`src/design/stpwm_ram.sv`:
```
// Generic single-port-write, single-port-read RAM with registered read data.
module stpwm_ram #(
    parameter int unsigned WIDTH = 11,
    parameter int unsigned DEPTH = 300
) (
    input  logic                     i_clk,
    input  logic                     i_we,
    input  logic [$clog2(DEPTH)-1:0] i_waddr,
    input  logic [WIDTH-1:0]         i_wdata,
    input  logic                     i_re,
    input  logic [$clog2(DEPTH)-1:0] i_raddr,
    output logic [WIDTH-1:0]         o_rdata
);

    logic [WIDTH-1:0] r_mem [DEPTH];
    logic [WIDTH-1:0] r_rdata;

    always_ff @(posedge i_clk) begin
        if (i_we) begin
            r_mem[i_waddr] <= i_wdata;
        end
        if (i_re) begin
            r_rdata <= r_mem[i_raddr];
        end
    end

    assign o_rdata = r_rdata;

endmodule

```
`config.mk`:
```
export PLATFORM = sky130hd
export DESIGN_NAME = stpwm_ram
export DESIGN_NICKNAME = d
export VERILOG_FILES = /design/src/design/stpwm_ram.sv
export SDC_FILE = /design/constraint.sdc
export NUM_CORES = 2
export LEC_CHECK = 0
export ABC_AREA = 1
export BUFFER_PORTS_ARGS = -buffer_cell sky130_fd_sc_hd__buf_4
export CAP_MARGIN = 20
export CORE_MARGIN = 4
export CORE_UTILIZATION = 45
export CTS_CLUSTER_SIZE = 25
export DETAILED_ROUTE_END_ITERATION = 8
export HOLD_SLACK_MARGIN = 0.05
export SLEW_MARGIN = 20
export SYNTH_ARGS = -nofsm -noshare
export SYNTH_HDL_FRONTEND = slang
export SYNTH_SLANG_ARGS = --single-unit
```
`constraint.sdc`:
```
create_clock -name i_clk -period 5.1 [get_ports i_clk]
set_input_delay 0 -clock i_clk [delete_from_list [all_inputs] [get_ports i_clk]]
set_output_delay 0 -clock i_clk [all_outputs]
set_load 0.1 [all_outputs]
```
==> flow_summary.ini <==
[hold_path]
hold_path.class = input port to flip-flop

[sta]
slew_violations = 0
setup_tns_ns = 0
skew_ns = 0.0422
fin_crit_sh = 0.664
slew_headroom = 0.218
period_needed_ns = 3.39
setup-violations-final = 0
finalHoldWorstSlack_ns = 0.154
tightest_slew_ns = 1.17
rsz0062_at_grt = no
max_clock_freq_mhz = 295
hold_viol_final = 0

[critical_path]
cp_max_fo = 139
rrSetupSlack_ns = 2.03
path_delay_family = buffers and inverters
cp_slowest_stage_delay_ns = 0.67
cp_data_required_time_ns = 5.71
slowest_stage = dlygate4sd3_1
rr_endpoint = o_rdata[10]
endpoint_kind = flip-flop
crit_cells = 15
timing.critical_path.mode_cell = nand3_1
r2r-start = r_mem[249][10]
r2r_cells = 11
crit_path_start_kind = input port
crit_path_end = o_rdata[10]
worst_ep_arrival_time_ns = 4.00
worstPathCellList = buf_8 > inv_16 > buf_12 > buf_4 > nand2_1 > nand3_1 > nand3_1 > nand3_1 > nand3_1 > nand3_1 > nand3_1 > nand3_1 > nand3_1 > dlygate4sd3_1 > nand2_1
critical_path_buf_inv_count = 5
startpoint = i_raddr[0]
crit_type = input port to flip-flop

[floorplanning]
fp-row-count = 199
core_mm2 = 0.295
dieArea_mm2 = 0.306
die_x_um = 553
die_h_um = 553
start_util = 0.454
ios = 43

[flow_run]
drv_cap = 0

[synthesis]
ys_seq_area_frac = 0.744
syn_nets = 11000
synth_cells = 10900
synth_warnings = 0
synth_cell_types = 26
ys_ff_latch = 3311
synthesis.area_per_instance_um2 = 12.2
synth_area_mm2 = 0.134

[grt]
grt_pass1_vias = 82500
overflow = 0
grt_first_pass_wirelength_um = 561000
antenna_found_initial = 19
grtUsageTotal = 0.243
grt_max_degree = 191

[clock_tree]
clk_latency_ns = 0.88
cts_root_buf = clkbuf_16
post_cts_buffers = 0
cts_tree = built
cts.reportedPaths.clkPinSlew_ns = 0.06
ctsResizeCount = 0
cts_buffers = 344
clock-sinks = 3311
clockBufferDepth = 4
cts_hold_buf = 23
h-tree-depth = 5

[pwr]
peakVddDrop_v = 0.000297
power_density_mw_per_mm2 = 390
p_leak_nw = 50.5
power_mw = 57.9

[drt]
via_per_inst = 5.81
via_count = 87100
antenna_left = 0
drt_first_pass_iters = 6
initialDrtViolationCount = 11700
wl_per_cell_um = 25.6
post-route-drc-count = 0
drt-total-wl_um = 384000

[finish]
final_cells = 15000
drive_above_1_share = 0.0786
layout_common_cells = edfxtp_1, nand2_1, nand3_1, nor2_1, clkbuf_16
fin_nets = 10800
area_growth_pct = 11.2
final_common_cell = edfxtp_1

[placed_design]
gp_congestion = 0.858
detailed_place_hpwl_um = 212000
dp_cells = 14300
portBuffers = 42

[status]
status = completed
==> cell families after synthesis <==
logic type	count (synthesis)	synth area share
AOI/OAI and AO/OA	397	0.0164
buffers and inverters	801	0.0330
DFF	3311	0.744
and+or+nand+nor	6412	0.207
==> sequential cells by signal (all words and copies together), names as in the netlist <==
register and count:
o_rdata 11, r_mem 3300
==> how the worst min path moves through the flow <==
stage | cells after the start | slack [ns] | from | endpoint
2_1_floorplan | 0 | 0.1 | i_wdata[0] | r_mem[0][0]
3_5_place_dp | 1 | 0.45 | i_wdata[1] | r_mem[24][1]
6_report | 2 | 0.15 | i_re | o_rdata[10]
4_1_cts | 4 | 0.07 | i_raddr[5] | o_rdata[4]
5_1_grt | 2 | 0.12 | i_re | o_rdata[6]
3_3_place_gp | 1 | 0.44 | i_wdata[1] | r_mem[25][1]
==> cell usage after synthesis <==
master,instances,area (um^2)
buf_8,1,15.0
clkinv_2,1,5.00
buf_12,1,20.0
a21oi_1,29,145
a221o_1,6,60.1
buf_4,156,1170
edfxtp_1,3311,99400
o21ai_0,224,1120
o21ai_1,18,90.1
buf_2,332,1660
inv_2,2,7.51
buf_1,90,338
clkinv_1,2,7.51
nor3_1,7,35.0
nand3_1,2877,14400
o221ai_1,6,52.6
inv_1,33,124
buf_6,49,552
inv_4,2,12.5
nor2_1,531,1990
o211ai_1,8,60.1
nand2_1,2993,11200
or2_0,3,18.8
o22ai_1,106,663
or2_1,1,6.26
clkbuf_1,132,495
==> report_power, final <==
part	switching (mW)	total [mW]	internal, mW
Sequential	0.0174	30.0	30.0
Clock	10.4	24.4	14.0
Combinational	2.73	3.53	0.801
Total	13.1	57.9	44.8
==> final cells by class <==
cell class	instances	area [um^2]
Inverter	40	209
Clock inverter	206	1910
Clock buffer	396	8870
Sequential cell	3311	99400
Antenna cell	3	7.51
Multi-Input combinational cell	6809	30200
Tap cell	3919	4900
Timing Repair Buffer	288	3120
Fill cell	25200	146000
==> routing by layer <==
layer / track usage / part of all wire
met2: 0.374 / 0.45
met4: 0.0818 / 0.035
met1: 0.346 / 0.41
met3: 0.0516 / 0.099
met5: 0 / 0.00030
==> stage by stage <==
step	util	instance area [um^2]	setup slack, ns
final	0.504	149000	1.71
after global routing	0.504	149000	1.65
after CTS	0.503	148000	1.90
after detailed placement	0.466	137000	1.48
after global placement	0.465	137000	0.668
after floorplan	-	134000	3.37
Power figures use the tool's default switching activity.
