==> src/design/stpwm_pkg.sv <==
// Shared types, constants and the half-sine table for the sine PWM generator.
package stpwm_pkg;

    localparam int unsigned ROM_DEPTH = 300;
    localparam int unsigned ROM_AW    = $clog2(ROM_DEPTH);
    localparam int unsigned CMP_W     = 11;
    localparam int unsigned AMP_W     = 24;
    localparam int unsigned FRAC_BITS = 23;
    localparam int unsigned STEP_W    = 16;
    localparam int unsigned THR_W     = 13;
    localparam int unsigned SAMP_W    = 12;
    localparam int unsigned CFG_IDX_W = 2;
    localparam int unsigned CFG_DAT_W = 16;

    localparam logic [AMP_W-1:0] AMP_ONE   = AMP_W'(8388608);
    localparam logic [AMP_W-1:0] AMP_RESET = AMP_W'(6710886);

    typedef enum logic [CFG_IDX_W-1:0] {
        CFG_STEP   = 2'd0,
        CFG_LOW    = 2'd1,
        CFG_HIGH   = 2'd2,
        CFG_OFFSET = 2'd3
    } t_cfg_idx;

    typedef enum logic {
        FILL_RUN  = 1'b0,
        FILL_DONE = 1'b1
    } t_fill_state;

    typedef struct packed {
        logic [STEP_W-1:0] step;
        logic [THR_W-1:0]  low_thr;
        logic [THR_W-1:0]  high_thr;
        logic [SAMP_W-1:0] offset;
    } t_cfg;

    // Per-word bookkeeping that rides along with the table read.
    typedef struct packed {
        logic [AMP_W-1:0] amp;
        logic             half;
        logic             in_rom;
    } t_issue;

    localparam logic [CMP_W-1:0] SINE_ROM [ROM_DEPTH] = '{
        11'd60,   11'd77,   11'd94,   11'd110,  11'd127,  11'd144,
        11'd161,  11'd178,  11'd194,  11'd211,  11'd228,  11'd244,
        11'd261,  11'd278,  11'd294,  11'd311,  11'd328,  11'd344,
        11'd361,  11'd377,  11'd394,  11'd410,  11'd427,  11'd443,
        11'd459,  11'd475,  11'd492,  11'd508,  11'd524,  11'd540,
        11'd556,  11'd572,  11'd588,  11'd604,  11'd619,  11'd635,
        11'd651,  11'd666,  11'd682,  11'd697,  11'd713,  11'd728,
        11'd743,  11'd759,  11'd774,  11'd789,  11'd804,  11'd818,
        11'd833,  11'd848,  11'd863,  11'd877,  11'd891,  11'd906,
        11'd920,  11'd934,  11'd948,  11'd962,  11'd976,  11'd990,
        11'd1003, 11'd1017, 11'd1030, 11'd1044, 11'd1057, 11'd1070,
        11'd1083, 11'd1096, 11'd1109, 11'd1121, 11'd1134, 11'd1146,
        11'd1159, 11'd1171, 11'd1183, 11'd1195, 11'd1207, 11'd1218,
        11'd1230, 11'd1241, 11'd1253, 11'd1264, 11'd1275, 11'd1286,
        11'd1297, 11'd1307, 11'd1318, 11'd1328, 11'd1338, 11'd1349,
        11'd1358, 11'd1368, 11'd1378, 11'd1387, 11'd1397, 11'd1406,
        11'd1415, 11'd1424, 11'd1433, 11'd1441, 11'd1450, 11'd1458,
        11'd1466, 11'd1474, 11'd1482, 11'd1490, 11'd1498, 11'd1505,
        11'd1512, 11'd1519, 11'd1526, 11'd1533, 11'd1540, 11'd1546,
        11'd1552, 11'd1558, 11'd1564, 11'd1570, 11'd1576, 11'd1581,
        11'd1586, 11'd1592, 11'd1596, 11'd1601, 11'd1606, 11'd1610,
        11'd1615, 11'd1619, 11'd1623, 11'd1626, 11'd1630, 11'd1633,
        11'd1637, 11'd1640, 11'd1643, 11'd1645, 11'd1648, 11'd1650,
        11'd1652, 11'd1654, 11'd1656, 11'd1658, 11'd1659, 11'd1661,
        11'd1662, 11'd1663, 11'd1664, 11'd1664, 11'd1665, 11'd1665,
        11'd1665, 11'd1665, 11'd1665, 11'd1664, 11'd1664, 11'd1663,
        11'd1662, 11'd1661, 11'd1659, 11'd1658, 11'd1656, 11'd1654,
        11'd1652, 11'd1650, 11'd1648, 11'd1645, 11'd1643, 11'd1640,
        11'd1637, 11'd1633, 11'd1630, 11'd1626, 11'd1623, 11'd1619,
        11'd1615, 11'd1610, 11'd1606, 11'd1601, 11'd1596, 11'd1592,
        11'd1586, 11'd1581, 11'd1576, 11'd1570, 11'd1564, 11'd1558,
        11'd1552, 11'd1546, 11'd1540, 11'd1533, 11'd1526, 11'd1519,
        11'd1512, 11'd1505, 11'd1498, 11'd1490, 11'd1482, 11'd1474,
        11'd1466, 11'd1458, 11'd1450, 11'd1441, 11'd1433, 11'd1424,
        11'd1415, 11'd1406, 11'd1397, 11'd1387, 11'd1378, 11'd1368,
        11'd1358, 11'd1349, 11'd1338, 11'd1328, 11'd1318, 11'd1307,
        11'd1297, 11'd1286, 11'd1275, 11'd1264, 11'd1253, 11'd1241,
        11'd1230, 11'd1218, 11'd1207, 11'd1195, 11'd1183, 11'd1171,
        11'd1159, 11'd1146, 11'd1134, 11'd1121, 11'd1109, 11'd1096,
        11'd1083, 11'd1070, 11'd1057, 11'd1044, 11'd1030, 11'd1017,
        11'd1003, 11'd990,  11'd976,  11'd962,  11'd948,  11'd934,
        11'd920,  11'd906,  11'd891,  11'd877,  11'd862,  11'd848,
        11'd833,  11'd818,  11'd804,  11'd789,  11'd774,  11'd759,
        11'd743,  11'd728,  11'd713,  11'd697,  11'd682,  11'd666,
        11'd651,  11'd635,  11'd619,  11'd604,  11'd588,  11'd572,
        11'd556,  11'd540,  11'd524,  11'd508,  11'd492,  11'd475,
        11'd459,  11'd443,  11'd427,  11'd410,  11'd394,  11'd377,
        11'd361,  11'd344,  11'd328,  11'd311,  11'd294,  11'd278,
        11'd261,  11'd244,  11'd228,  11'd211,  11'd194,  11'd178,
        11'd161,  11'd144,  11'd127,  11'd110,  11'd94,   11'd77
    };

endpackage

==> src/design/stpwm_if.sv <==


interface stpwm_out_if;
    logic        valid;
    logic        ready;
    logic [10:0] leg_one_compare;
    logic [10:0] leg_two_compare;
    logic        active_half;
    logic [23:0] amplitude_now;

    modport source (output valid, output leg_one_compare, output leg_two_compare,
                    output active_half, output amplitude_now, input ready);
    modport sink   (input valid, input leg_one_compare, input leg_two_compare,
                    input active_half, input amplitude_now, output ready);
endinterface

==> src/design/stpwm_scale.sv <==
// Read-data stage, amplitude multiply and output register.
module stpwm_scale
    import stpwm_pkg::*;
(
    input  logic             i_clk,
    input  logic             i_rst_n,
    input  logic             i_load,
    input  t_issue           i_issue,
    input  logic [CMP_W-1:0] i_rdata,
    output logic             o_s1_ready,
    stpwm_out_if.source      o_out
);

    localparam int unsigned PROD_W = CMP_W + AMP_W;

    logic             r_s1_valid;
    t_issue           r_s1;
    logic             r_o_valid;
    logic [CMP_W-1:0] r_leg_one, r_leg_two;
    logic             r_half;
    logic [AMP_W-1:0] r_amp;

    logic              out_en;
    logic [CMP_W-1:0]  word;
    logic [PROD_W-1:0] prod;
    logic [CMP_W-1:0]  cmp;

    always_comb begin
        out_en     = !r_o_valid || o_out.ready;
        o_s1_ready = !r_s1_valid || out_en;
        word       = r_s1.in_rom ? i_rdata : '0;
        prod       = PROD_W'(word) * PROD_W'(r_s1.amp);
        cmp        = prod[FRAC_BITS +: CMP_W];
    end

    always_ff @(posedge i_clk) begin
        if (!i_rst_n) begin
            r_s1_valid <= 1'b0;
            r_o_valid  <= 1'b0;
        end else begin
            if (o_s1_ready) begin
                r_s1_valid <= i_load;
            end
            if (out_en) begin
                r_o_valid <= r_s1_valid;
            end
        end
    end

    always_ff @(posedge i_clk) begin
        if (o_s1_ready) begin
            r_s1 <= i_issue;
        end
        if (out_en) begin
            r_leg_one <= r_s1.half ? '0 : cmp;
            r_leg_two <= r_s1.half ? cmp : '0;
            r_half    <= r_s1.half;
            r_amp     <= r_s1.amp;
        end
    end

    assign o_out.valid           = r_o_valid;
    assign o_out.leg_one_compare = r_leg_one;
    assign o_out.leg_two_compare = r_leg_two;
    assign o_out.active_half     = r_half;
    assign o_out.amplitude_now   = r_amp;

endmodule

==> src/flat_wrapper.sv <==
// flat-port wrapper written by rule: the top's interface ports become plain ports
module stpwm_scale_flat import stpwm_pkg::*;
  (i_clk, i_rst_n, i_load, i_issue, i_rdata, o_s1_ready, o_out_valid, o_out_leg_one_compare, o_out_leg_two_compare, o_out_active_half, o_out_amplitude_now, o_out_ready);
  stpwm_out_if o_out_i ();
  input  logic i_clk;
  input  logic i_rst_n;
  input  logic i_load;
  input  t_issue i_issue;
  input  logic [CMP_W-1:0] i_rdata;
  output logic o_s1_ready;
  output wire logic [$bits(o_out_i.valid)-1:0] o_out_valid;
  output wire logic [$bits(o_out_i.leg_one_compare)-1:0] o_out_leg_one_compare;
  output wire logic [$bits(o_out_i.leg_two_compare)-1:0] o_out_leg_two_compare;
  output wire logic [$bits(o_out_i.active_half)-1:0] o_out_active_half;
  output wire logic [$bits(o_out_i.amplitude_now)-1:0] o_out_amplitude_now;
  input wire logic [$bits(o_out_i.ready)-1:0] o_out_ready;
  assign o_out_valid = o_out_i.valid;
  assign o_out_leg_one_compare = o_out_i.leg_one_compare;
  assign o_out_leg_two_compare = o_out_i.leg_two_compare;
  assign o_out_active_half = o_out_i.active_half;
  assign o_out_amplitude_now = o_out_i.amplitude_now;
  assign o_out_i.ready = o_out_ready;
  stpwm_scale u_core (.i_clk(i_clk), .i_rst_n(i_rst_n), .i_load(i_load), .i_issue(i_issue), .i_rdata(i_rdata), .o_s1_ready(o_s1_ready), .o_out(o_out_i));
endmodule
==> config.mk <==
export PLATFORM = sky130hd
export DESIGN_NAME = stpwm_scale_flat
export DESIGN_NICKNAME = d
export VERILOG_FILES = /design/src/design/stpwm_pkg.sv /design/src/design/stpwm_if.sv /design/src/design/stpwm_scale.sv /design/src/flat_wrapper.sv
export SDC_FILE = /design/constraint.sdc
export NUM_CORES = 1
export LEC_CHECK = 0
export ABC_AREA = 1
export ABC_CLOCK_PERIOD_IN_PS = 5900
export BUFFER_PORTS_ARGS = -buffer_cell sky130_fd_sc_hd__buf_2
export CAP_MARGIN = 25
export CORE_AREA = 2 2 133 135
export DETAILED_ROUTE_END_ITERATION = 8
export DIE_AREA = 0 0 135 137
export PLACE_DENSITY = 0.78
export SETUP_SLACK_MARGIN = 0.3
export SKIP_LAST_GASP = 1
export SLEW_MARGIN = 40
export SYNTH_ARGS = -nofsm -noshare
export SYNTH_HDL_FRONTEND = slang
export SYNTH_SLANG_ARGS = --single-unit
==> constraint.sdc <==
create_clock -name i_clk -period 5.9 [get_ports i_clk]
set_input_delay 0.885 -clock i_clk [delete_from_list [all_inputs] [get_ports i_clk]]
set_output_delay 0.885 -clock i_clk [all_outputs]
set_load 0.005 [all_outputs]
==> results of run 1 <==
## synth_stat cells, drive strengths merged
cell type,count,area (sq um)
buf,13,53.8
clkbuf,16,60.1
nand2,286,1080
nand4,1,6.26
o211ai,2,15.0
o311ai,2,17.5
nor3,6,30.0
o21ai,13,68.8
nand3b,7,56.3
o21a,2,15.0
edfxtp,73,2190
a31oi,1,6.26
xnor2,3,26.3
a21oi,35,179
fa,195,3900
o21bai,3,22.5
xor2,2,17.5
nand3,15,85.1
nor2,163,617
dfxtp,2,40.0
a21boi,3,22.5
nor4,3,18.8
a21o,4,30.0
ha,67,838
inv,252,946
clkinv,5,18.8
## sequential cells by signal (all words and copies together), names as in the netlist
register,cells
u_core.o_out.active_half,1
u_core.o_out.amplitude_now,24
u_core.o_out.leg_one_compare,11
u_core.o_out.leg_two_compare,11
u_core.o_out.valid,1
u_core.r_s1,26
u_core.r_s1_valid,1
## per-layer routing
layer / wire length (um) / track usage [%] / vias up / share of wire [%]
met3: 2440 / 6.67 / 81 / 9.2
met2: 13100 / 51.6 / 417 / 50
li1: - / - / 3724 / -
met4: 1020 / 11.8 / 0 / 3.9
met5: 0 / 0 / - / 0
met1: 9880 / 37.8 / 4010 / 37
## worst max-delay path by stage
stage | slack [ns] | endpoint | startpoint
global route | 0.25 | u_core.o_out.leg_one_compare[8] | i_rdata[2]
global placement | -0.009 | u_core.o_out.leg_one_compare[10] | i_rdata[3]
floorplan | 0.45 | u_core.o_out.leg_one_compare[4] | i_rdata[2]
detailed placement | -0.05 | u_core.o_out.leg_one_compare[10] | i_rdata[3]
finish | 0.46 | u_core.o_out.leg_one_compare[10] | i_rdata[3]
CTS | 0.32 | u_core.o_out.leg_one_compare[10] | i_rdata[3]
## power by group
part           switching, mW  internal (mW)  leakage (nW)
clock                  0.256          0.293         0.139
combinational           1.61           1.03          5.01
sequential            0.0476          0.695         0.804
## worst register-to-register path, delay by kind of cell, from the launching register on
kind / cells / cell delay, ns
AOI/OAI and AO/OA: 2 / 0.41
adders and majority gates: 6 / 2.77
buffers and inverters: 6 / 0.76
DFF: 1 / 0.43
and+or+nand+nor: 8 / 0.79
## cell type report
type,count,area [sq um],area share (%)
Sequential cell,75,2230,18.8
Timing Repair Buffer,126,875,7.35
Clock buffer,9,225,1.89
Inverter,257,971,8.16
Clock inverter,7,58.8,0.494
Tap cell,225,282,2.37
Multi-Input combinational cell,813,7260,61.0
## cells in the final DEF, fill, tap and decap left out, drive strengths merged, types with 2 or more instances in the layout
| master | instances |
|---|---|
| nand2 | 286 |
| inv | 256 |
| fa | 195 |
| nor2 | 163 |
| buf | 122 |
| edfxtp | 73 |
| ha | 67 |
| a21oi | 35 |
| nand3 | 15 |
| clkbuf | 13 |
| o21ai | 13 |
| nand3b | 7 |
| clkinv | 6 |
| nor3 | 6 |
| a21o | 4 |
| o21bai | 3 |
| xnor2 | 3 |
| nor4 | 3 |
| a21boi | 3 |
| clkinvlp | 2 |
| o21a | 2 |
| o311ai | 2 |
| o211ai | 2 |
| xor2 | 2 |
| dfxtp | 2 |
## repair_timing
item	4_1_cts	5_1_grt
setup buffers	3	6
gates resized for setup	0	46
cloned	0	4
pin swaps	0	7
endpoints found under the setup margin	20	22
## metrics by stage
stage | util, % | power [mW] | hold WS (ns) | std cells
after floorplan | - | 2.38 | 0.424 | 1174
after global placement | 65.8 | 3.05 | 0.432 | 1483
after detailed placement | 65.8 | 3.09 | 0.441 | 1483
after CTS | 67.6 | 3.66 | 0.446 | 1502
after global routing | 69.8 | 4.29 | 0.475 | 1512
final | 69.8 | 3.93 | 0.448 | 1512
## logic make-up (layout without fill, tap and decap cells)
| family | count (synthesis) | in the layout | share of synthesized area [%] |
|---|---|---|---|
| and+or+nand+nor | 481 | 481 | 18.3 |
| buffers and inverters | 286 | 399 | 10.4 |
| adders and majority gates | 262 | 262 | 45.7 |
| DFF | 75 | 75 | 21.5 |
| AOI/OAI and AO/OA | 65 | 65 | 3.63 |
| xor gates and xnor gates | 5 | 5 | 0.422 |
==> results by stage, run 1 <==
Floorplanning:
- The die footprint is 18500 sq um.
- 90 I/O pins were placed.
- The row count is 48.
- After floorplanning, the core was sized to cover 17100 sq um.
- The die height is 137 um.
- The width of the die is 135 um.
- The initial core utilization is 60.8%.

CTS:
- The clock passes through at most 2 buffers.
- Clock-pin slew was measured on the worst setup and hold paths at 0.07 ns.
- The TritonCTS buffer count is 9.
- In this run the clock root is driven by a sky130_fd_sc_hd__clkbuf_16.
- The clock latency of the later-clocked register in the worst-skew pair is 0.36 ns.
- The quantity of hold-fixing buffers added after cts is 0.
- The CTS tree is yes.
- The TritonCTS sink count is 75.
- The H-tree generated during clock tree synthesis spans 3 levels.

Timing:
- The number of failing hold endpoints at the final stage is 0.
- The top achievable clock speed is 184 MHz.
- The setup slack after layout is 0.463 ns.
- Dividing the final minimum period by the clock period gives 92.1%.
- The number of pins with negative max-slew slack in the final report came to 0.
- Setup violations remaining at the end of the flow were counted as 0.
- For the pin with the worst max-slew slack, the measured transition is 0.557 ns.
- Setup repair after global routing could not meet its margin everywhere.
- The shortest clock period the worst path allows after layout is 5.44 ns.
- Headroom to the max-slew limit came out at 62.7%.
- Between clock sinks in the finished design, the worst skew comes to 0.00834 ns.
- Adding up every negative setup slack in the final design gives 0 ns.

Critical path:
- The worst setup path is of the in -> reg kind.
- Broken down by cell family, the worst path's largest delay share belongs to adder cells.
- The slack of the worst reg-to-reg path is 0.51 ns.
- The critical path contains buffers and inverters numbering 6 combined.
- Along the worst path, the maximum fanout reaches 5.
- For this design, the slowest cell found on the critical path is sky130_fd_sc_hd__fa_1.
- Counting cells, the worst reg-to-reg path comes to 22.
- Traced cell by cell, the critical path runs through buf_2 > nand2_4 > clkinvlp_4 > clkbuf_16 > nand2_1 > fa_1 > fa_1 > inv_1 > fa_1 > fa_1 > inv_1 > fa_1 > inv_1 > ha_1 > a21o_1 > nor2_2 > a21boi_1 > nand2_1 > nand2_1 > nand3_1 > nand2_1 > nor2_1.
- STA puts the critical path data required time at 5.99 ns.
- The capturing point of the worst reg2reg path is u_core.o_out.leg_one_compare[10].
- Data arrives at the worst endpoint at 5.53 ns.
- The startpoint identified for the worst register-to-register timing path is u_core.r_s1[0].
- STA classifies the critical path endpoint as a register.
- In this run the number of cells on the critical path is 22.
- The largest stage delay on the critical path is 0.52 ns.
- The most repeated library cell on the critical path is sky130_fd_sc_hd__fa_1.
- The startpoint type of the worst setup path is an input pin.

Placed design:
- The number of buffers inserted by port buffering is 89.
- The detailed placement HPWL is 20600 um.
- The worst-case setup slack after placement is -0.0458 ns.
- The weighted congestion reported at the end of routability-driven placement is 0.926.
- Summing all placed instances gives a cell area of 11200 sq um.

Cells and area:
- The antenna diode count is 0.
- The proportion of layout cells with a drive suffix above 1 is 14.9%.
- The finished cells cover 11900 sq um.
- The total number of nets in the final design is 1585.
- The number of filler cells placed in the layout is 1312.
- Compared with the post-synthesis result, the final layout area differs by 14.8%.

Yosys:
- The total nets after synthesis is 1477.
- The count of cell types in the netlist is 36.
- Dividing the synthesized area by the synthesized cell count gives 8.83 sq um.
- After synthesis the cells add up to 10400 sq um.
- Yosys printed 0 warnings.
- Summing the sequential cell areas from Yosys gives 21.5% of the chip area.
- Counting every instance in the synthesized netlist gives 1174.
- The number of synthesized register bits is 75.

Routing:
- The final wirelength is 26500 um.
- The detail route stage leaves a number of antenna-violating nets equal to 0.
- For this block, the initial DRC count from the detailed router was 693.
- The final routed wire length divided by cell count is 17.5 um.
- The via total after detailed routing is 8232.
- For this run, design rule violations remaining after detail routing come to 0.
- In the routed layout, each cell is associated on average with a via count of 5.44.
- The number of search-and-repair iterations in the first detailed-routing pass is 5.

Min path:
- For hold timing, the worst endpoint is u_core.o_out.valid.
- The count of cells along the worst hold path is 2.
- The start point of the worst hold path is u_core.r_s1_valid.
- The path type of the worst min-delay path is reg -> reg.

Global routing:
- The overall fraction of global-route tracks in use is 30.2%.
- The number of antenna violations at the first check in global routing is 0.
- Global routing finished with a remaining overflow of 0.
- The number of global-route vias before repair is 8516.
- The first global-routing pass estimated 41700 um of wire.
- Entering global routing, the biggest net connects 30 pins.

Power and ir drop:
- The worst-case IR drop observed on VDD is 0.000201 V.
- The leakage dissipation is 5.95 nW.
- The areal power density over the cells is 330 nW/um^2.

Run:
- The number of max-capacitance violations reported is 0.

Run status:
- The run finished with clean final reports.
Note: power is estimated with default switching activity, not from simulation.
==> inputs of run 2 (changes only) <==
BUFFER_PORTS_ARGS = -buffer_cell sky130_fd_sc_hd__clkbuf_2   (was -buffer_cell sky130_fd_sc_hd__buf_2)
==> run 2 against run 1 <==
- via count increased by 1.2%
- sequential cell count unchanged
- first-iteration DRC count decreased by 2.9%
- critical path type unchanged
==> results by stage, run 2 (synthesis gave the netlist of run 1 again) <==
Power and ir drop:
- The share of power burned in the clock network came to 14.6% (was 14.0%).
- The combinational fraction of design power is 66.9% (was 67.1%).
- The power dissipated by switching net loads is 1.96 mW (was 1.92 mW).
- The total internal power is 2.08 mW (was 2.01 mW).
- The maximum ir drop on the vdd rail was 0.000248 V (was 0.000201 V).
- The leakage dissipation is 5.97 nW (was 5.95 nW).
- The areal power density over the cells came to 339 nW/um^2 (was 330 nW/um^2).
- The total power after layout came to 4.04 mW (was 3.93 mW).
- The fraction of power spent switching nets came to 48.6% (was 48.8%).
- The share of total power in sequential cells was 18.5% (was 18.9%).

Floorplanning:
- The initial core utilization came to 60.8% (unchanged).
- The row count is 48 (unchanged).
- The number of top-level design ports came to 90 (unchanged).
- The width of the die is 135 um (unchanged).
- The die footprint is 18500 sq um (unchanged).
- The area of the core is 17100 sq um (unchanged).
- The die height is 137 um (unchanged).

Critical path:
- The startpoint type of the worst setup path is an input pin (unchanged).
- The data required time at the worst endpoint came to 5.99 ns (about the same).
- The worst path arrival time came to 5.59 ns (was 5.53 ns).
- The sum of buffers and inverters on the critical path came to 6 (unchanged).
- The critical path's top delay family is adder cells (unchanged).
- The kind of critical path is in -> reg (unchanged).
- The maximum fanout along the worst path is 5 (unchanged).
- The kind of end point of the critical path is a register (unchanged).
- The largest stage delay on the critical path is 0.54 ns (was 0.52 ns).
- CP Cell Sequence: clkbuf_2 > nand2_1 > inv_4 > clkbuf_16 > nand2_1 > fa_1 > fa_1 > inv_1 > fa_1 > fa_1 > inv_1 > fa_1 > inv_1 > ha_4 > a21oi_1 > o21ai_0 > a21oi_1 > nand2_2 > nand2_2 > nand2_1 > nand2_1 > nand2_1 > nor2_1 (was buf_2 > nand2_4 > clkinvlp_4 > clkbuf_16 > nand2_1 > fa_1 > fa_1 > inv_1 > fa_1 > fa_1 > inv_1 > fa_1 > inv_1 > ha_1 > a21o_1 > nor2_2 > a21boi_1 > nand2_1 > nand2_1 > nand3_1 > nand2_1 > nor2_1).
- The cell type of the slowest stage on the worst timing path is sky130_fd_sc_hd__fa_1 (unchanged).

CTS:
- The TritonCTS buffer count is 9 (unchanged).
- The clock latency of the later-clocked register in the worst-skew pair is 0.36 ns (about the same).
- The register clock-pin slew on the reported worst setup and hold paths is 0.07 ns (about the same).
- The buffer type at the clock tree root is sky130_fd_sc_hd__clkbuf_16 (unchanged).
- The H-tree depth reported by CTS is 3 (unchanged).
- The CTS tree is yes (unchanged).
- The clock tree buffer depth is 2 (unchanged).
- The TritonCTS sink count is 75 (unchanged).

Global routing:
- The overall fraction of global-route tracks in use is 30.7% (was 30.2%).
- The global-route wire length before repair is 42500 um (was 41700 um).
- The number of global-route vias before repair came to 8689 (was 8516).
- The number of antenna violations at the first check in global routing is 0 (unchanged).
- The aggregate global routing overflow is 0 (unchanged).
- The largest net degree at the start of global routing is 33 (was 30).

Timing:
- The count of endpoints failing setup in the final report is 0 (unchanged).
- Unrepaired setup endpoints after global routing: no (was yes).
- The setup slack after layout was 0.402 ns (was 0.463 ns).
- The final cycle utilization of the critical path is 93.2% (was 92.1%).
- The post-route clock skew is 0.0114 ns (was 0.00834 ns).
- The transition time at the pin with the least slew margin was 0.514 ns (was 0.557 ns).
- The headroom to the max-slew limit is 65.6% (was 62.7%).
- The number of failing hold endpoints at the final stage was 0 (unchanged).
- The final worst hold slack is 0.467 ns (was 0.448 ns).
- The summed negative setup slack over all endpoints was 0 ns (unchanged).
- The number of pins with negative max-slew slack in the final report came to 0 (unchanged).
- The top achievable clock speed is 182 MHz (was 184 MHz).
- The shortest clock period the worst path allows after layout is 5.50 ns (was 5.44 ns).

Routing:
- The remaining design rule violation count is 0 (unchanged).
- The antenna violation net count after detailed routing is 0 (unchanged).
- The final routed wire length divided by cell count was 18.5 um (was 17.5 um).
- The detail-routed via count per cell is 5.51 (was 5.44).
- The starting DRC count in detailed routing is 673 (was 693).
- The final wirelength is 27900 um (was 26500 um).
- The number of search-and-repair iterations in the first detailed-routing pass is 5 (unchanged).
- The via total after detailed routing came to 8328 (was 8232).

Cells and area:
- The most frequent standard cell in the layout excluding fill and tap cells is sky130_fd_sc_hd__nand2_1 (unchanged).
- The number of filler cells placed in the layout is 1303 (was 1312).
- The total non-filler cell area in the finished layout is 11900 sq um (about the same).
- The final cell utilization of the core is 69.8% (about the same).
- The area added between synthesis and finish is 14.9% (was 14.8%).
- The top register by number of flip-flops is u_core.r_s1 (unchanged).
- The number of non-filler instances in the completed layout was 1511 (was 1512).
- The proportion of layout cells with a drive suffix above 1 came to 14.9% (about the same).
- The number of flip-flops under the largest register name was 26 (unchanged).
- The total number of nets in the final design is 1584 (was 1585).
- The antenna diode count was 0 (unchanged).
- The area taken by flip-flops and latches is 2230 sq um (unchanged).
- Commonest cells after routing, fill and taps aside: sky130_fd_sc_hd__nand2_1, sky130_fd_sc_hd__inv_1, sky130_fd_sc_hd__fa_1, sky130_fd_sc_hd__nor2_1, sky130_fd_sc_hd__clkbuf_2 (was sky130_fd_sc_hd__nand2_1, sky130_fd_sc_hd__inv_1, sky130_fd_sc_hd__fa_1, sky130_fd_sc_hd__nor2_1, sky130_fd_sc_hd__buf_2).
- The area of combinational cells with multiple inputs is 7260 sq um (unchanged).

Placed design:
- The worst-case setup slack after placement was 0.0311 ns (was -0.0458 ns).
- The area after detailed placement is 11200 sq um (about the same).
- The detailed placement HPWL is 21000 um (was 20600 um).
- The weighted congestion reported at the end of routability-driven placement is 0.966 (was 0.926).
- The post-placement cell count is 1485 (was 1483).
- The number of buffers inserted by port buffering is 89 (unchanged).

Min path:
- The path type of the worst min-delay path is reg -> reg (unchanged).

Run:
- The number of max-capacitance violations reported was 0 (unchanged).

Run status:
- Result of the run: completed (unchanged).
==> run 2: path summary, 6_finish.rpt <==
path | to | start | slack, ns | cells past startpoint
max reg2reg | u_core.o_out.leg_one_compare[8] | u_core.r_s1[0] | 0.52 | 23
min reg2reg | u_core.o_out.valid | u_core.r_s1_valid | 0.47 | 2
min | u_core.o_out.valid | u_core.r_s1_valid | 0.47 | 2
max | u_core.o_out.leg_one_compare[8] | i_rdata[2] | 0.40 | 23
==> run 2: worst reg2reg max path, stage by stage, from the launching register on <==
cell and delay [ns]:
sky130_fd_sc_hd__edfxtp_1 0.34, sky130_fd_sc_hd__buf_4 0.15, sky130_fd_sc_hd__nand2_1 0.14, sky130_fd_sc_hd__inv_4 0.15, sky130_fd_sc_hd__clkbuf_16 0.18, sky130_fd_sc_hd__nand2_1 0.08
sky130_fd_sc_hd__fa_1 0.51, sky130_fd_sc_hd__fa_1 0.54, sky130_fd_sc_hd__inv_1 0.07, sky130_fd_sc_hd__fa_1 0.52, sky130_fd_sc_hd__fa_1 0.49, sky130_fd_sc_hd__inv_1 0.05
sky130_fd_sc_hd__fa_1 0.49, sky130_fd_sc_hd__inv_1 0.07, sky130_fd_sc_hd__ha_4 0.29, sky130_fd_sc_hd__a21oi_1 0.09, sky130_fd_sc_hd__o21ai_0 0.40, sky130_fd_sc_hd__a21oi_1 0.11
sky130_fd_sc_hd__nand2_2 0.13, sky130_fd_sc_hd__nand2_2 0.09, sky130_fd_sc_hd__nand2_1 0.07, sky130_fd_sc_hd__nand2_1 0.05, sky130_fd_sc_hd__nand2_1 0.08, sky130_fd_sc_hd__nor2_1 0.05
==> run 2: power by group through the flow <==
stage,clock [mW],sequential [mW],combinational (mW)
2_1_floorplan,0,0.742,1.64
3_3_place_gp,0,0.757,2.29
3_5_place_dp,0,0.759,2.33
4_1_cts,0.598,0.748,2.35
5_1_grt,0.618,0.755,3.00
6_report,0.590,0.749,2.70
==> run 2: final cells by class <==
type / count / area share [%]
multi-input cells: 813 / 60.9
repair buffers: 125 / 7.21
flip-flops and latches: 75 / 18.7
inverters: 257 / 8.12
clock inverters: 7 / 0.777
clock buffers: 9 / 1.89
well taps: 225 / 2.36
==> run 2: what timing repair did <==
action,CTS,global route
resized for setup,0,40
hold buffers,0,0
pin swaps,0,8
setup endpoints to repair,2,22
setup buffers,2,4
cloned,0,4
==> run 2: per-layer routing <==
metal | vias up | wire [um] | global-route usage (%)
met4 | 0 | 1440 | 15.1
met1 | 4026 | 9970 | 37.7
li1 | 3724 | - | -
met3 | 121 | 2700 | 6.85
met2 | 457 | 13800 | 51.9
met5 | - | 0 | 0
==> inputs of run 3 (changes only) <==
CORE_AREA = 2 2 158 114   (was 2 2 133 135)
DIE_AREA = 0 0 160 116   (was 0 0 135 137)
==> run 3 against run 2 <==
- combinational power up 11%
- critical path type unchanged
- highest routed layer unchanged
- sequential power barely moved
- setup slack improved by 0.0024 ns
- first-iteration DRC count is 20% higher
- total power up 6.2%
==> results by stage, run 3 (synthesis gave the netlist of run 1 again) <==
CTS:
- The quantity of hold-fixing buffers added after cts came to 0 (unchanged).
- The TritonCTS buffer count is 9 (unchanged).
- The CTS tree is yes (unchanged).
- The clock latency of the later-clocked register in the worst-skew pair is 0.36 ns (about the same).
- The buffer type at the clock tree root is sky130_fd_sc_hd__clkbuf_16 (unchanged).
- The H-tree depth reported by CTS was 3 (unchanged).
- The register clock-pin slew on the reported worst setup and hold paths is 0.07 ns (about the same).
- The TritonCTS sink count is 75 (unchanged).
- The clock tree buffer depth came to 2 (unchanged).

Routing:
- The via total after detailed routing came to 8419 (was 8328).
- The antenna violation net count after detailed routing came to 0 (unchanged).
- The detail-routed via count per cell is 5.46 (was 5.51).
- The starting DRC count in detailed routing is 807 (was 673).
- The number of search-and-repair iterations in the first detailed-routing pass is 9 (was 5).
- The final wirelength is 28000 um (was 27900 um).
- The remaining design rule violation count is 0 (unchanged).
- The final routed wire length divided by cell count is 18.1 um (was 18.5 um).

Cells and area:
- The proportion of layout cells with a drive suffix above 1 is 18.3% (was 14.9%).
- The area of combinational cells with multiple inputs is 7350 sq um (was 7260 sq um).
- The most frequent standard cell in the layout excluding fill and tap cells is sky130_fd_sc_hd__nand2_1 (unchanged).
- The number of filler cells placed in the layout is 1260 (was 1303).
- The top register by number of flip-flops is u_core.r_s1 (unchanged).
- The area taken by flip-flops and latches is 2230 sq um (unchanged).
- The number of flip-flops under the largest register name is 26 (unchanged).
- The total number of nets in the final design is 1610 (was 1584).
- The antenna diode count is 0 (unchanged).
- Commonest cells after routing, fill and taps aside: sky130_fd_sc_hd__nand2_1, sky130_fd_sc_hd__inv_1, sky130_fd_sc_hd__fa_1, sky130_fd_sc_hd__nor2_1, sky130_fd_sc_hd__clkbuf_2 (unchanged).
- The final cell utilization of the core is 72.1% (was 69.8%).
- The area added between synthesis and finish came to 17.6% (was 14.9%).

Timing:
- The shortest clock period the worst path allows after layout is 5.50 ns (about the same).
- The final worst hold slack was 0.457 ns (was 0.467 ns).
- The headroom to the max-slew limit is 53.0% (was 65.6%).
- The number of failing hold endpoints at the final stage is 0 (unchanged).
- The top achievable clock speed is 182 MHz (about the same).
- The setup slack after layout is 0.404 ns (was 0.402 ns).
- The number of pins with negative max-slew slack in the final report came to 0 (unchanged).
- Unrepaired setup endpoints after global routing: yes (was no).
- The transition time at the pin with the least slew margin came to 0.706 ns (was 0.514 ns).
- The final cycle utilization of the critical path is 93.1% (was 93.2%).
- The count of endpoints failing setup in the final report is 0 (unchanged).
- The post-route clock skew is 0.00997 ns (was 0.0114 ns).

Critical path:
- The kind of critical path is in -> reg (unchanged).
- The maximum fanout along the worst path is 11 (was 5).
- The data required time at the worst endpoint is 5.99 ns (about the same).
- The startpoint of the most critical register-to-register path is u_core.r_s1[0] (unchanged).
- The launch point of the critical path is i_rdata[3] (was i_rdata[2]).
- The startpoint type of the worst setup path is an input pin (unchanged).
- The kind of end point of the critical path is a register (unchanged).
- The worst path arrival time is 5.58 ns (was 5.59 ns).

Floorplanning:
- The width of the die is 160 um (was 135 um).
- The initial core utilization came to 61.3% (was 60.8%).
- The area of the core is 16900 sq um (was 17100 sq um).
- The row count is 40 (was 48).
- The die footprint came to 18600 sq um (was 18500 sq um).
- The number of top-level design ports is 90 (unchanged).
- The die height is 116 um (was 137 um).

Power and ir drop:
- The maximum ir drop on the vdd rail was 0.000265 V (was 0.000248 V).
- The leakage dissipation came to 6.12 nW (was 5.97 nW).
- The areal power density over the cells is 352 nW/um^2 (was 339 nW/um^2).

Run:
- The number of max-capacitance violations reported is 0 (unchanged).

Global routing:
- The number of global-route vias before repair is 8889 (was 8689).
- The global-route wire length before repair is 44100 um (was 42500 um).
- The largest net degree at the start of global routing was 49 (was 33).
- The number of antenna violations at the first check in global routing is 0 (unchanged).
- The aggregate global routing overflow is 0 (unchanged).
- The overall fraction of global-route tracks in use is 31.5% (was 30.7%).

Placed design:
- The number of buffers inserted by port buffering is 89 (unchanged).
- The weighted congestion reported at the end of routability-driven placement was 0.967 (was 0.966).
- The detailed placement HPWL came to 21500 um (was 21000 um).
- The worst-case setup slack after placement came to -0.192 ns (was 0.0311 ns).

Min path:
- The start point of the worst hold path is u_core.r_s1_valid (unchanged).
- The path type of the worst min-delay path is reg -> reg (unchanged).

Run status:
- Result of the run: completed (unchanged).
[run 3: stage by stage]
step	instances	area [sq um]	total power, mW	setup TNS, ns
floorplan	1174	10400	2.38	0
global placement	1517	11400	3.26	-0.466
detailed placement	1517	11400	3.31	-1.05
CTS	1534	11700	3.89	0
global route	1543	12200	4.68	0
finish	1543	12200	4.29	0
[run 3: area by class of cell]
type                            instances  share of cell area, %
Multi-Input combinational cell        813                   60.3
Clock inverter                          7                  0.462
Clock buffer                            9                   1.85
Sequential cell                        75                   18.3
Tap cell                              231                   2.37
Inverter                              257                   8.01
Timing Repair Buffer                  151                   8.67
[run 3: metal layers]
metal | GRT usage (%) | routed length, um
met5 | 0 | 0
met4 | 12.0 | 936
met3 | 6.51 | 2660
met1 | 41.7 | 11400
met2 | 52.6 | 13000
[run 3: what timing repair did]
action	in CTS	in global routing
gates resized for setup	5	76
cloned	0	3
pin swaps	1	7
endpoints found under the setup margin	17	22
buffers inserted	1	6
endpoints found under the hold margin	0	0
[run 3: final timing paths]
kind / to / slack, ns / cells past startpoint
worst max-delay path: u_core.o_out.leg_one_compare[8] / 0.40 / 24
worst min-delay path: u_core.o_out.valid / 0.46 / 2
worst max register to register: u_core.o_out.leg_one_compare[8] / 0.42 / 25
worst min register to register: u_core.o_out.valid / 0.46 / 2
[run 3: worst max-delay path: stages]
cell	delay, ns
sky130_fd_sc_hd__clkbuf_2	0.11
sky130_fd_sc_hd__nand2_4	0.10
sky130_fd_sc_hd__inv_4	0.11
sky130_fd_sc_hd__buf_12	0.16
sky130_fd_sc_hd__nand2_1	0.09
sky130_fd_sc_hd__fa_1	0.49
sky130_fd_sc_hd__fa_1	0.53
sky130_fd_sc_hd__inv_1	0.07
sky130_fd_sc_hd__fa_1	0.52
sky130_fd_sc_hd__fa_1	0.50
sky130_fd_sc_hd__inv_1	0.06
sky130_fd_sc_hd__fa_1	0.49
sky130_fd_sc_hd__inv_1	0.04
sky130_fd_sc_hd__ha_1	0.31
sky130_fd_sc_hd__nand2_1	0.11
sky130_fd_sc_hd__buf_4	0.16
sky130_fd_sc_hd__nor2_1	0.15
sky130_fd_sc_hd__nand2_1	0.11
sky130_fd_sc_hd__nor2_1	0.17
sky130_fd_sc_hd__nand2_2	0.10
sky130_fd_sc_hd__nand2_1	0.09
sky130_fd_sc_hd__nand2_1	0.06
sky130_fd_sc_hd__nand2_1	0.11
sky130_fd_sc_hd__nor2_1	0.05
[run 3: where the power goes]
group          internal (mW)  switching [mW]
clock network          0.292           0.259
logic                   1.25            1.74
registers              0.696          0.0503
total                   2.24            2.05
